<file path="src/hdl/kht_pkg.sv">
package kht_pkg;

  // Default sizes of the rectangle table and the coordinate space.
  localparam int MAX_KEYS_DEFAULT   = 64;
  localparam int COORD_BITS_DEFAULT = 16;

  // Depth of the command queue between front and back.
  localparam int QUEUE_DEPTH = 2;

  // Fixed field widths of the words on the ports.
  localparam int INDEX_BITS = 6;
  localparam int FIELD_BITS = 16;
  localparam int COUNT_BITS = 7;

  // Command codes as they arrive on the input word.
  localparam logic CMD_WRITE = 1'b0;
  localparam logic CMD_QUERY = 1'b1;

  // Operation after classification in the front.
  typedef enum logic {
    OP_WRITE,
    OP_QUERY
  } op_t;

  // Back-end scan sequencer states.
  typedef enum logic {
    BK_IDLE,
    BK_SCAN
  } bk_state_t;

  // Input word as it arrives on the ports.
  typedef struct packed {
    logic                  command;
    logic [INDEX_BITS-1:0] key_index;
    logic [FIELD_BITS-1:0] key_left;
    logic [FIELD_BITS-1:0] key_top;
    logic [FIELD_BITS-1:0] key_width;
    logic [FIELD_BITS-1:0] key_height;
    logic [FIELD_BITS-1:0] point_x;
    logic [FIELD_BITS-1:0] point_y;
  } in_word_t;

  // Result word.
  typedef struct packed {
    logic                  hit;
    logic [INDEX_BITS-1:0] hit_index;
  } out_word_t;

  // Classified word held in the queue.
  typedef struct packed {
    op_t                   op;
    logic                  wr_ok;
    logic [INDEX_BITS-1:0] key_index;
    logic [FIELD_BITS-1:0] key_left;
    logic [FIELD_BITS-1:0] key_top;
    logic [FIELD_BITS-1:0] key_width;
    logic [FIELD_BITS-1:0] key_height;
    logic [FIELD_BITS-1:0] point_x;
    logic [FIELD_BITS-1:0] point_y;
  } q_entry_t;

  // Handshake between queue and back end.
  typedef struct packed {
    logic     valid;
    q_entry_t entry;
  } q_out_t;

endpackage

</file>
<file path="src/hdl/kht_front.sv">
module kht_front #(
  parameter int MAX_KEYS = kht_pkg::MAX_KEYS_DEFAULT
) (
  input  logic             clk,
  input  logic             rst,
  input  logic             start,
  input  kht_pkg::in_word_t item,
  output logic             busy,
  output kht_pkg::q_out_t  q_out,
  input  logic             pop
);
  import kht_pkg::*;

  localparam int QPW = (QUEUE_DEPTH > 1) ? $clog2(QUEUE_DEPTH) : 1;
  localparam int QCW = $clog2(QUEUE_DEPTH + 1);

  q_entry_t         queue [QUEUE_DEPTH];
  logic [QPW-1:0]   wr_ptr;
  logic [QPW-1:0]   rd_ptr;
  logic [QCW-1:0]   count;
  q_entry_t         cls;
  logic             push;
  logic             take;

  // Classify the incoming word: decode the operation and check the index range.
  always_comb begin
    cls.op         = (item.command == CMD_QUERY) ? OP_QUERY : OP_WRITE;
    cls.wr_ok      = (32'(item.key_index) < 32'(MAX_KEYS));
    cls.key_index  = item.key_index;
    cls.key_left   = item.key_left;
    cls.key_top    = item.key_top;
    cls.key_width  = item.key_width;
    cls.key_height = item.key_height;
    cls.point_x    = item.point_x;
    cls.point_y    = item.point_y;
  end

  // The front refuses words only when the queue is full.
  assign busy  = (count == QCW'(QUEUE_DEPTH));
  assign push  = start && !busy;
  assign take  = pop && (count != '0);

  assign q_out.valid = (count != '0);
  assign q_out.entry = queue[rd_ptr];

  // Queue storage.
  always_ff @(posedge clk) begin
    if (push) begin
      queue[wr_ptr] <= cls;
    end
  end

  // Queue pointers and fill count.
  always_ff @(posedge clk) begin
    if (rst) begin
      wr_ptr <= '0;
      rd_ptr <= '0;
      count  <= '0;
    end else begin
      if (push) begin
        wr_ptr <= (wr_ptr == QPW'(QUEUE_DEPTH - 1)) ? '0 : wr_ptr + QPW'(1);
      end
      if (take) begin
        rd_ptr <= (rd_ptr == QPW'(QUEUE_DEPTH - 1)) ? '0 : rd_ptr + QPW'(1);
      end
      if (push && !take) begin
        count <= count + QCW'(1);
      end else if (take && !push) begin
        count <= count - QCW'(1);
      end
    end
  end

endmodule

</file>
<file path="src/hdl/kht_back.sv">
module kht_back #(
  parameter int MAX_KEYS   = kht_pkg::MAX_KEYS_DEFAULT,
  parameter int COORD_BITS = kht_pkg::COORD_BITS_DEFAULT
) (
  input  logic                            clk,
  input  logic                            rst,
  input  kht_pkg::q_out_t                 q_out,
  input  logic [kht_pkg::COUNT_BITS-1:0]  key_count,
  output logic                            pop,
  output logic                            done,
  output kht_pkg::out_word_t              result
);
  import kht_pkg::*;

  localparam int CB = COORD_BITS;
  localparam int AW = (MAX_KEYS > 1) ? $clog2(MAX_KEYS) : 1;
  localparam int CW = $clog2(MAX_KEYS + 1);
  localparam int NW = (CW > COUNT_BITS) ? CW : COUNT_BITS;
  localparam int EW = 4 * CB;

  logic [EW-1:0]   mem [MAX_KEYS];
  bk_state_t       state;
  bk_state_t       state_next;
  logic [CW-1:0]   rd_addr;
  logic [CW-1:0]   n_lim;
  logic [CW-1:0]   n_eff;
  logic [CW-1:0]   cmp_idx;
  logic            cmp_valid;
  logic [EW-1:0]   rd_data;
  logic [CB-1:0]   px;
  logic [CB-1:0]   py;
  logic [NW-1:0]   n_wide;
  logic [NW-1:0]   wa_ext;
  logic [NW-1:0]   idx_ext;
  logic [EW-1:0]   wr_data;
  logic            do_write;
  logic            scan_start;
  logic            issue;
  logic            emit;
  logic            emit_hit;
  logic            match;
  logic            last;

  // True when a lies in the inclusive span from origin to origin+len-1.
  function automatic logic span_holds(input logic [CB-1:0] a, input logic [CB-1:0] org,
                                      input logic [CB-1:0] len);
    span_holds = (len != '0) && (a >= org) && ((a - org) < len);
  endfunction

  // Effective scan length: the key count clipped to the table size.
  always_comb begin
    n_wide = (NW'(key_count) > NW'(MAX_KEYS)) ? NW'(MAX_KEYS) : NW'(key_count);
    n_eff  = n_wide[CW-1:0];
  end

  assign wa_ext  = NW'(q_out.entry.key_index);
  assign idx_ext = NW'(cmp_idx);
  assign wr_data = {q_out.entry.key_left[CB-1:0], q_out.entry.key_top[CB-1:0],
                    q_out.entry.key_width[CB-1:0], q_out.entry.key_height[CB-1:0]};

  // Containment test on the entry read in the previous cycle.
  assign match = cmp_valid &&
                 span_holds(px, rd_data[EW-1 -: CB], rd_data[2*CB-1 -: CB]) &&
                 span_holds(py, rd_data[3*CB-1 -: CB], rd_data[CB-1:0]);
  assign last  = cmp_valid && (cmp_idx == n_lim - CW'(1));

  // Next state.
  always_comb begin
    state_next = state;
    case (state)
      BK_IDLE: begin
        if (q_out.valid && (q_out.entry.op == OP_QUERY) && (n_eff != '0)) begin
          state_next = BK_SCAN;
        end
      end
      BK_SCAN: begin
        if (match || last) begin
          state_next = BK_IDLE;
        end
      end
      default: state_next = BK_IDLE;
    endcase
  end

  // Control outputs of the sequencer.
  always_comb begin
    pop        = 1'b0;
    do_write   = 1'b0;
    scan_start = 1'b0;
    issue      = 1'b0;
    emit       = 1'b0;
    emit_hit   = 1'b0;
    case (state)
      BK_IDLE: begin
        if (q_out.valid) begin
          pop = 1'b1;
          if (q_out.entry.op == OP_WRITE) begin
            do_write = q_out.entry.wr_ok;
            emit     = 1'b1;
          end else if (n_eff == '0) begin
            emit = 1'b1;
          end else begin
            scan_start = 1'b1;
          end
        end
      end
      BK_SCAN: begin
        issue = (rd_addr < n_lim) && !match && !last;
        if (match) begin
          emit     = 1'b1;
          emit_hit = 1'b1;
        end else if (last) begin
          emit = 1'b1;
        end
      end
      default: begin
        pop = 1'b0;
      end
    endcase
  end

  // Rectangle table: one write port, one registered read port.
  always_ff @(posedge clk) begin
    if (do_write) begin
      mem[wa_ext[AW-1:0]] <= wr_data;
    end
  end

  always_ff @(posedge clk) begin
    if (issue) begin
      rd_data <= mem[rd_addr[AW-1:0]];
      cmp_idx <= rd_addr;
    end
  end

  // Query point and scan length, latched when a scan begins.
  always_ff @(posedge clk) begin
    if (scan_start) begin
      px    <= q_out.entry.point_x[CB-1:0];
      py    <= q_out.entry.point_y[CB-1:0];
      n_lim <= n_eff;
    end
  end

  // Sequencer state, scan address and compare-stage valid.
  always_ff @(posedge clk) begin
    if (rst) begin
      state     <= BK_IDLE;
      rd_addr   <= '0;
      cmp_valid <= 1'b0;
    end else begin
      state     <= state_next;
      cmp_valid <= issue;
      if (scan_start) begin
        rd_addr <= '0;
      end else if (issue) begin
        rd_addr <= rd_addr + CW'(1);
      end
    end
  end

  // Result register: one strobe per word.
  always_ff @(posedge clk) begin
    if (rst) begin
      done <= 1'b0;
    end else begin
      done <= emit;
    end
  end

  always_ff @(posedge clk) begin
    if (emit) begin
      result.hit       <= emit_hit;
      result.hit_index <= emit_hit ? idx_ext[INDEX_BITS-1:0] : '0;
    end
  end

endmodule

</file>
<file path="src/hdl/key_rectangle_hit_test_core.sv">
// Key rectangle hit test.
// Input channel: a word on item is taken at a clock edge with start high and
// busy low. A write word (command 0) stores one rectangle at key_index; a query
// word (command 1) searches entries 0 to min(key_count, MAX_KEYS)-1 for the
// lowest-index rectangle that holds (point_x, point_y), bounds inclusive.
// Output channel: every word gives one result, shown on result for one cycle
// with done high. Writes and misses give hit 0 and hit_index 0.
// Configuration: cfg_we writes cfg_data into key_count; zero makes all queries
// miss. Change it only while no word is in flight; the core does not enforce it.
// Timing: words pass a two-entry queue, then the back end. A query reads one
// table entry per cycle from the single read port of the table memory and
// checks it in the next cycle. busy rises only when the queue is full.
// Reset clears key_count, the queue and the sequencer; table contents are
// undefined until written. The receiver cannot stall; each result is taken in
// the cycle it is shown.
module key_rectangle_hit_test_core #(
  parameter int MAX_KEYS   = kht_pkg::MAX_KEYS_DEFAULT,
  parameter int COORD_BITS = kht_pkg::COORD_BITS_DEFAULT
) (
  input  logic                           clk,
  input  logic                           rst,
  input  logic                           start,
  output logic                           busy,
  input  kht_pkg::in_word_t              item,
  output logic                           done,
  output kht_pkg::out_word_t             result,
  input  logic                           cfg_we,
  input  logic [kht_pkg::COUNT_BITS-1:0] cfg_data
);
  import kht_pkg::*;

  logic [COUNT_BITS-1:0] key_count;
  q_out_t                q_out;
  logic                  pop;

  // Key count register.
  always_ff @(posedge clk) begin
    if (rst) begin
      key_count <= '0;
    end else if (cfg_we) begin
      key_count <= cfg_data;
    end
  end

  // Front: accept and classify words into the queue.
  kht_front #(
    .MAX_KEYS(MAX_KEYS)
  ) u_front (
    .clk  (clk),
    .rst  (rst),
    .start(start),
    .item (item),
    .busy (busy),
    .q_out(q_out),
    .pop  (pop)
  );

  // Back: table writes and sequential scans.
  kht_back #(
    .MAX_KEYS  (MAX_KEYS),
    .COORD_BITS(COORD_BITS)
  ) u_back (
    .clk      (clk),
    .rst      (rst),
    .q_out    (q_out),
    .key_count(key_count),
    .pop      (pop),
    .done     (done),
    .result   (result)
  );

  // A miss reports index zero.
  a_miss_index_zero: assert property (@(posedge clk) disable iff (rst)
    (done && !result.hit) |-> (result.hit_index == '0))
    else $error("miss result with nonzero index");

  // A hit always lies below the key count.
  a_hit_below_count: assert property (@(posedge clk) disable iff (rst)
    (done && result.hit) |-> (COUNT_BITS'(result.hit_index) < key_count))
    else $error("hit index beyond key count");

  // No result is shown right after reset.
  a_reset_quiet: assert property (@(posedge clk)
    rst |=> !done)
    else $error("result strobe after reset");

  // The queue fills only through an accepted word.
  a_busy_after_accept: assert property (@(posedge clk) disable iff (rst)
    $rose(busy) |-> $past(start))
    else $error("busy rose without an accepted word");

endmodule

</file>
<file path="config.mk">
export PLATFORM = sky130hd
export DESIGN_NAME = key_rectangle_hit_test_core
export DESIGN_NICKNAME = d
export VERILOG_FILES = /design/src/hdl/kht_pkg.sv /design/src/hdl/kht_front.sv /design/src/hdl/kht_back.sv /design/src/hdl/key_rectangle_hit_test_core.sv
export SDC_FILE = /design/constraint.sdc
export NUM_CORES = 2
export LEC_CHECK = 0
export BUFFER_PORTS_ARGS = -buffer_cell sky130_fd_sc_hd__buf_4
export CORE_ASPECT_RATIO = 1.75
export CORE_MARGIN = 1
export CORE_UTILIZATION = 55
export CTS_BUF_LIST = sky130_fd_sc_hd__clkbuf_8
export CTS_CLUSTER_DIAMETER = 80
export DETAILED_ROUTE_END_ITERATION = 7
export HOLD_SLACK_MARGIN = 0.06
export PLACE_DENSITY = 0.71
export SLEW_MARGIN = 20
export SYNTH_ARGS = -nofsm -noshare
export SYNTH_HDL_FRONTEND = slang
export SYNTH_MEMORY_MAX_BITS = 65536
export SYNTH_SLANG_ARGS = --single-unit
</file>
<file path="constraint.sdc">
create_clock -name clk -period 7.4 [get_ports clk]
set_input_delay 0.74 -clock clk [delete_from_list [all_inputs] [get_ports clk]]
set_output_delay 0.74 -clock clk [all_outputs]
set_load 0.1 [all_outputs]
</file>
-- Word level (Yosys, flattened, before mapping)
Memory sizes are Yosys's and may differ from the RTL's. A register that Yosys moved wholly into a read port is not among the register bits.
Cells that the tools add are included.
- $add $sub $neg: 8
- $mul: 0
- div/mod/pow operators: 0
- $lt $le $gt $ge: 6
- equal/unequal tests: 2
- shift operators: 0
- mux-type cells: 33
- bitwise operators: 1
- reductions and logical operators: 28
- operators by type and width (kind ; count):
    16-bit greater-or-equal comparator ; 2
    16-bit < comparator ; 2
    16-bit nonzero test ; 2
    16-bit subtractor ; 2
    1-bit two-way mux ; 28
    1-bit logical AND ; 15
    7-bit by 1-bit adder with 7-bit output (second input constant) ; 1
    7-bit equality test ; 1
    7-bit greater-than comparator (second input constant) ; 1
    7-bit logical NOT ; 1
    7-bit < comparator ; 1
    7-bit two-way mux ; 1
    7-bit nonzero test ; 1
    7-bit by 1-bit subtractor with 7-bit output (second input constant) ; 1
    1-bit logical NOT ; 5
    2-bit two-way mux ; 2
    1-bit case mux with 2 select lines ; 2
    2-bit nonzero test ; 2
    1-bit adder (second input constant) ; 2
    2-bit by 1-bit adder with 2-bit output (second input constant) ; 1
    2-bit equality test (second input constant) ; 1
    2-bit OR reduction ; 1
    2-bit by 1-bit subtractor with 2-bit output (second input constant) ; 1
    1-bit logical OR ; 1
    1-bit inverter ; 1
- register bits: 74
- bits in latches: 0
- RAM bits: 4302
- ROM bits: 0
- output and inout port bits: 9
- memories: 2
- memory list (name ; words ; width ; rd ports ; clocked after Yosys merged registers in ; wr ports ; RTL line ; text):
    u_back.mem ; 64 ; 64 ; 1 ; 1 ; 1 ; kht_back.sv:21 ; logic [EW-1:0] mem [MAX_KEYS];
    u_front.queue ; 2 ; 103 ; 1 ; 1 ; 1 ; kht_front.sv:17 ; q_entry_t queue [QUEUE_DEPTH];

-- Depth between registers and ports, before layout
- depth after elaboration: 9
- depth in mapped cells: 21
- depth with buffers taken out: 20

-- Hierarchy
From an unflattened synthesis, not the netlist that was laid out.
- cell total of the unflattened synthesis: 6763
- area total of the unflattened synthesis: 169548.9 sq um
- by module, submodules not included (module ; times used ; cells an instance ; area each (sq um)):
    kht_back ; 1 ; 6394 ; 161622.5
    kht_front ; 1 ; 347 ; 7678.6
    key_rectangle_hit_test_core ; 1 ; 22 ; 247.7

-- Least setup slack after synthesis
No wires, ideal clock.
- path kind: input to register
- from: in start
- to: mem u_front.queue[0][0] in the netlist's numbering (enable)
- library setup time: 0.566 ns
- arrival: 5.113 ns
- path slack: 1.721 ns
- cell stages on the path: 2
- buffers on the path: 0
- path through: nand2_1 > nor2_1
- longest elaborated chain between the ends: 3
- ends and longest elaborated chain (what ; RTL line ; text):
    start: declaration ; key_rectangle_hit_test_core.sv:22 ; input logic start,
    1-bit logical AND ; kht_front.sv:40 ; assign push = start && !busy;
    1-bit two-way mux ; kht_front.sv:48 ; if (push) begin
    1-bit two-way mux (implied by the code) ; kht_front.sv:49 ; queue[wr_ptr] <= cls;
    end: declaration ; kht_front.sv:17 ;
No other way between the ends.

-- Worst setup path in the final report
- from: reg u_back.rd_data[48] (read register of u_back.mem)
- to: reg u_back.rd_data[47] (read register of u_back.mem) (enable)
- longest elaborated chain between the ends: 9
- elaborated cells between the ends (all ways): 11
- classes of those cells: 1 x add/sub; 2 x order compare; 1 x mux; 7 x reduce/logical
- ends and longest elaborated chain (what ; RTL line ; text):
    start: declaration ; kht_back.sv:29 ; logic [EW-1:0] rd_data;
    16-bit subtractor / 16-bit greater-or-equal comparator (equally long branches) ; kht_back.sv:47 ; span_holds = (len != '0) && (a >= org) && ((a - org) < len);
    16-bit < comparator / 1-bit logical AND (equally long branches) ; kht_back.sv:47 ;
    1-bit logical AND * ; kht_back.sv:47 ;
    1-bit logical AND * ; kht_back.sv:62 ; assign match = cmp_valid &&
    1-bit logical AND * ; kht_back.sv:63 ; span_holds(px, rd_data[EW-1 -: CB], rd_data[2*CB-1 -: CB]) &&
    1-bit logical NOT * ; kht_back.sv:108 ; issue = (rd_addr < n_lim) && !match && !last;
    1-bit logical AND * (2 in series) ; kht_back.sv:108 ;
    1-bit two-way mux * ; kht_back.sv:93 ; case (state)
    net u_back.issue ; kht_back.sv:38 ; logic issue;
The timed path passes the listed nets; every way through them passes the cells marked *.
A chain may end at the register's enable or synchronous reset.

==> qor.yml <==
die:
  design.core.area_um2: 307000
  top_level_ports: 123
  dieHeight_um: 737
  row_count: 269
  floorplan.die_area_um2: 311000
  floorplan.initialDensity_pct: 55.3
  die_width_um: 422
timing:
  timing.clock.skew_ns: 0.0811
  period_share_pct: 73.9
  max-slew-margin-rel_pct: 19.7
  worstMarginPinSlew_ns: 1.20
  finalHoldViolations: 0
  timing.final.setup_violations: 0
  setup-tns-final_ns: 0
  clock.fmax_mhz: 183
  min_period_ns: 5.47
  maxSlewViolCount: 0
  rsz_0062_raised_after_global_routing: "false"
pwr:
  power_density_nw_per_um2: 298
  pwr-share-seq_pct: 54.6
  switchingPower_mw: 14.5
  leakagePower_nw: 57.7
  sw_share_pct: 25.7
  p_int_mw: 41.9
  power.ir.vdd_worst_v: 0.000195
  p_clk_share_pct: 30.9
  combPwrFrac_pct: 14.5
worst_setup_path:
  rr_worst_depth: 18
  crit_path_end_kind: "flop"
  crit_start_category: "flop"
  crit_path_start: "u_back.rd_data[48]$_DFFE_PP_"
  critical_path_arrival_ns: 6.11
  crit-reg2reg-capture: "u_back.rd_data[47]$_DFFE_PP_"
  criticalPathCategory: "reg2reg"
  setup.reg_to_reg.worst_slack_ns: 1.93
  worst_reg2reg_path_startpoint: "u_back.rd_data[48]$_DFFE_PP_"
  critical_path_peak_fanout: 71
  cp_data_required_time_ns: 8.04
placement:
  port_buffers: 122
  place_congestion: 0.823
  detailed_place_hpwl_um: 233000
clock_tree:
  post_cts_hold_buffer_count: 126
  cts_root_buffer_type: "sky130_fd_sc_hd__clkbuf_8"
  insertion_delay_ns: 1.11
  clkSinkCount: 4441
  tritoncts: "done"
  cts.clk_slew.worst_paths_ns: 0.07
  post-cts-setup-buffers: 0
  cts_inserted_buffers: 606
  post_cts_resize_count: 0
  clock_tree.htree_level_count: 6
  cts_max_path_buffers: 4
logic_synthesis:
  synth_seq_cells: 4441
  avgSynthCellArea_um2: 25.0
  ys_warn_count: 0
  syn-instance-count: 6797
  synth_enable_flop_cells: 4419
  synth.distinct_cells: 52
  synth_nets: 6984
  synth_sequential_area_ratio_pct: 78.5
  synth-main-ff-cell: "sky130_fd_sc_hd__edfxtp_1"
  post_synth_instance_area_um2: 170000
  synth_async_sr_flop_share_pct: 0
detailed_routing:
  vias_per_cell: 6.64
  detailed_route_wire_length_um: 450000
  drt_drc: 0
  number_of_nets_with_antenna_violations_after_detailed_routing: 0
  drt-initial-drc-count: 11331
  routed-via-count: 80031
  initial_drt_pass_iterations: 7
  post_drt_wl_per_cell_um: 37.4
grt:
  global_route.overflow_total: 0
  first_global_vias: 81146
  grt_start_max_net_pins: 150
  first_pass_grt_wire_length_um: 620000
  number_of_antenna_violations_at_the_first_check_in_global_routing: 15
  grt_util_all_layers_pct: 28.9
layout:
  finish.utilization_pct: 61.7
  nNetsFinal: 7715
  syn2layout_area_growth_pct: 11.6
  final_layout_size_suffix_gt1_share_pct: 32.5
flow_run:
  maxCapViolCount: 0
min_path:
  hold_path.class: "in2reg"
  whs_path_depth: 2
  worstHoldStart: "item[52]"
  hold_path_end: "u_front.queue[1][52]$_DFFE_PP_"
status:
  status: "finished clean"
==> metrics by stage <==
step / power (mW) / area (um2) / instances / setup slack (ns) / hold slack, ns
CTS: 56.5 / 189000 / 12029 / 2.02 / 0.265
floorplan: 36.7 / 170000 / 6797 / 1.72 / 0.432
finish: 56.4 / 189000 / 12045 / 1.93 / 0.362
detailed placement: 39.4 / 177000 / 10855 / 2.05 / 0.487
global route: 58.0 / 189000 / 12037 / 1.74 / 0.326
global placement: 39.1 / 177000 / 10850 / 2.10 / 0.484
==> cell usage in the layout, fill, tap and decap left out, types with 15 or more instances in the layout <==
cell type / count
sky130_fd_sc_hd__clkinv_1: 141
sky130_fd_sc_hd__clkinvlp_4: 25
sky130_fd_sc_hd__nor2_4: 65
sky130_fd_sc_hd__ha_1: 71
sky130_fd_sc_hd__mux2_2: 66
sky130_fd_sc_hd__mux4_2: 1344
sky130_fd_sc_hd__xor2_1: 17
sky130_fd_sc_hd__clkbuf_8: 620
sky130_fd_sc_hd__xnor2_1: 24
sky130_fd_sc_hd__o21ai_0: 17
sky130_fd_sc_hd__dlygate4sd3_1: 126
sky130_fd_sc_hd__dfxtp_1: 15
sky130_fd_sc_hd__clkinv_2: 69
sky130_fd_sc_hd__edfxtp_1: 4419
sky130_fd_sc_hd__bufinv_16: 18
sky130_fd_sc_hd__mux2_4: 32
sky130_fd_sc_hd__nor2_1: 48
sky130_fd_sc_hd__inv_1: 250
sky130_fd_sc_hd__nand2_1: 43
sky130_fd_sc_hd__buf_4: 260
sky130_fd_sc_hd__a21oi_1: 39
sky130_fd_sc_hd__buf_12: 53
==> final cells by class <==
cell class / instances / area, um2
Multi-Input combinational cell: 1943 / 35400
Tap cell: 4065 / 5090
Clock buffer: 620 / 8530
Timing Repair Buffer: 445 / 4440
Fill cell: 20126 / 117000
Sequential cell: 4441 / 133000
Antenna cell: 12 / 30.0
Clock inverter: 428 / 2340
Inverter: 91 / 344
==> synth_stat cells, types with 8 or more instances <==
| cell type | number | area, um2 |
|---|---|---|
| sky130_fd_sc_hd__mux2i_1 | 12 | 120 |
| sky130_fd_sc_hd__buf_1 | 32 | 120 |
| sky130_fd_sc_hd__ha_1 | 71 | 888 |
| sky130_fd_sc_hd__nand2_1 | 43 | 161 |
| sky130_fd_sc_hd__mux4_2 | 1344 | 30300 |
| sky130_fd_sc_hd__xor2_1 | 17 | 149 |
| sky130_fd_sc_hd__buf_2 | 75 | 375 |
| sky130_fd_sc_hd__nor2_1 | 113 | 424 |
| sky130_fd_sc_hd__o21ai_0 | 17 | 85.1 |
| sky130_fd_sc_hd__a21o_1 | 13 | 97.6 |
| sky130_fd_sc_hd__edfxtp_1 | 4419 | 133000 |
| sky130_fd_sc_hd__nand4_1 | 12 | 75.1 |
| sky130_fd_sc_hd__dfxtp_1 | 22 | 440 |
| sky130_fd_sc_hd__nor4_1 | 10 | 62.6 |
| sky130_fd_sc_hd__nor3_1 | 14 | 70.1 |
| sky130_fd_sc_hd__buf_4 | 25 | 188 |
| sky130_fd_sc_hd__a21oi_1 | 39 | 195 |
| sky130_fd_sc_hd__nor2b_1 | 14 | 87.6 |
| sky130_fd_sc_hd__mux2_2 | 98 | 1100 |
| sky130_fd_sc_hd__nand3_1 | 14 | 70.1 |
| sky130_fd_sc_hd__and3_1 | 8 | 50.1 |
| sky130_fd_sc_hd__inv_1 | 91 | 342 |
| sky130_fd_sc_hd__clkbuf_1 | 186 | 698 |
| sky130_fd_sc_hd__xnor2_1 | 24 | 210 |
==> worst max-delay path, stage by stage (launching register included) <==
cell                       delay, ns
sky130_fd_sc_hd__edfxtp_1       0.38
sky130_fd_sc_hd__ha_1           0.22
sky130_fd_sc_hd__fa_1           0.43
sky130_fd_sc_hd__nand2b_1       0.19
sky130_fd_sc_hd__a211oi_1       0.27
sky130_fd_sc_hd__nor2_1         0.12
sky130_fd_sc_hd__o21ai_0        0.36
sky130_fd_sc_hd__a21o_1         0.20
sky130_fd_sc_hd__a21oi_1        0.08
sky130_fd_sc_hd__xnor2_1        0.15
sky130_fd_sc_hd__ha_1           0.30
sky130_fd_sc_hd__a21o_1         0.19
sky130_fd_sc_hd__a211o_1        0.28
sky130_fd_sc_hd__o221ai_1       0.19
sky130_fd_sc_hd__nand4_1        0.12
sky130_fd_sc_hd__or4_1          0.61
sky130_fd_sc_hd__o31a_1         0.36
sky130_fd_sc_hd__nand2_1        0.19
sky130_fd_sc_hd__inv_4          0.31
==> cells by family after synthesis <==
family / Yosys count / synth area share [%]
simple gates: 254 / 0.690
fa+ha+maj: 73 / 0.547
mux: 1454 / 18.6
compound gates: 121 / 0.464
flops: 4441 / 78.5
buf+inv: 413 / 1.04
xor+xnor: 41 / 0.212
==> worst max-delay path by stage <==
stage	depth (start not counted)	end
floorplan	2	u_front.queue[0][0]$_DFFE_PP_
global placement	19	u_back.rd_addr[5]$_SDFFE_PP0P_
global route	18	u_back.rd_data[40]$_DFFE_PP_
detailed placement	18	u_back.rd_addr[5]$_SDFFE_PP0P_
CTS	18	u_back.rd_addr[5]$_SDFFE_PP0P_
finish	18	u_back.rd_data[47]$_DFFE_PP_
==> power groups by stage <==
stage	Sequential, mW	Clock (mW)	Combinational, mW
6_report	30.8	17.4	8.15
5_1_grt	30.8	18.6	8.65
4_1_cts	30.8	17.6	8.07
3_5_place_dp	31.3	0	8.01
3_3_place_gp	31.3	0	7.77
2_1_floorplan	31.3	0	5.39
==> state kept, by name, indices dropped and copies added (netlist names), 2 cells and up, named ones only <==
name            flops
u_back.result       7
u_back.cmp_idx      7
u_back.rd_data     64
u_back.n_lim        7
u_back.rd_addr      7
u_back.px          16
u_back.mem       4096
u_front.count       2
key_count           7
u_front.queue     206
u_back.py          16
==> per-layer routing <==
metal	part of all wire [%]	track usage (%)
met1	34	36.4
met2	53	50.6
met3	9.8	5.02
met4	4.0	10.8
met5	0.0091	0
Note: power is estimated with default switching activity, not from simulation.
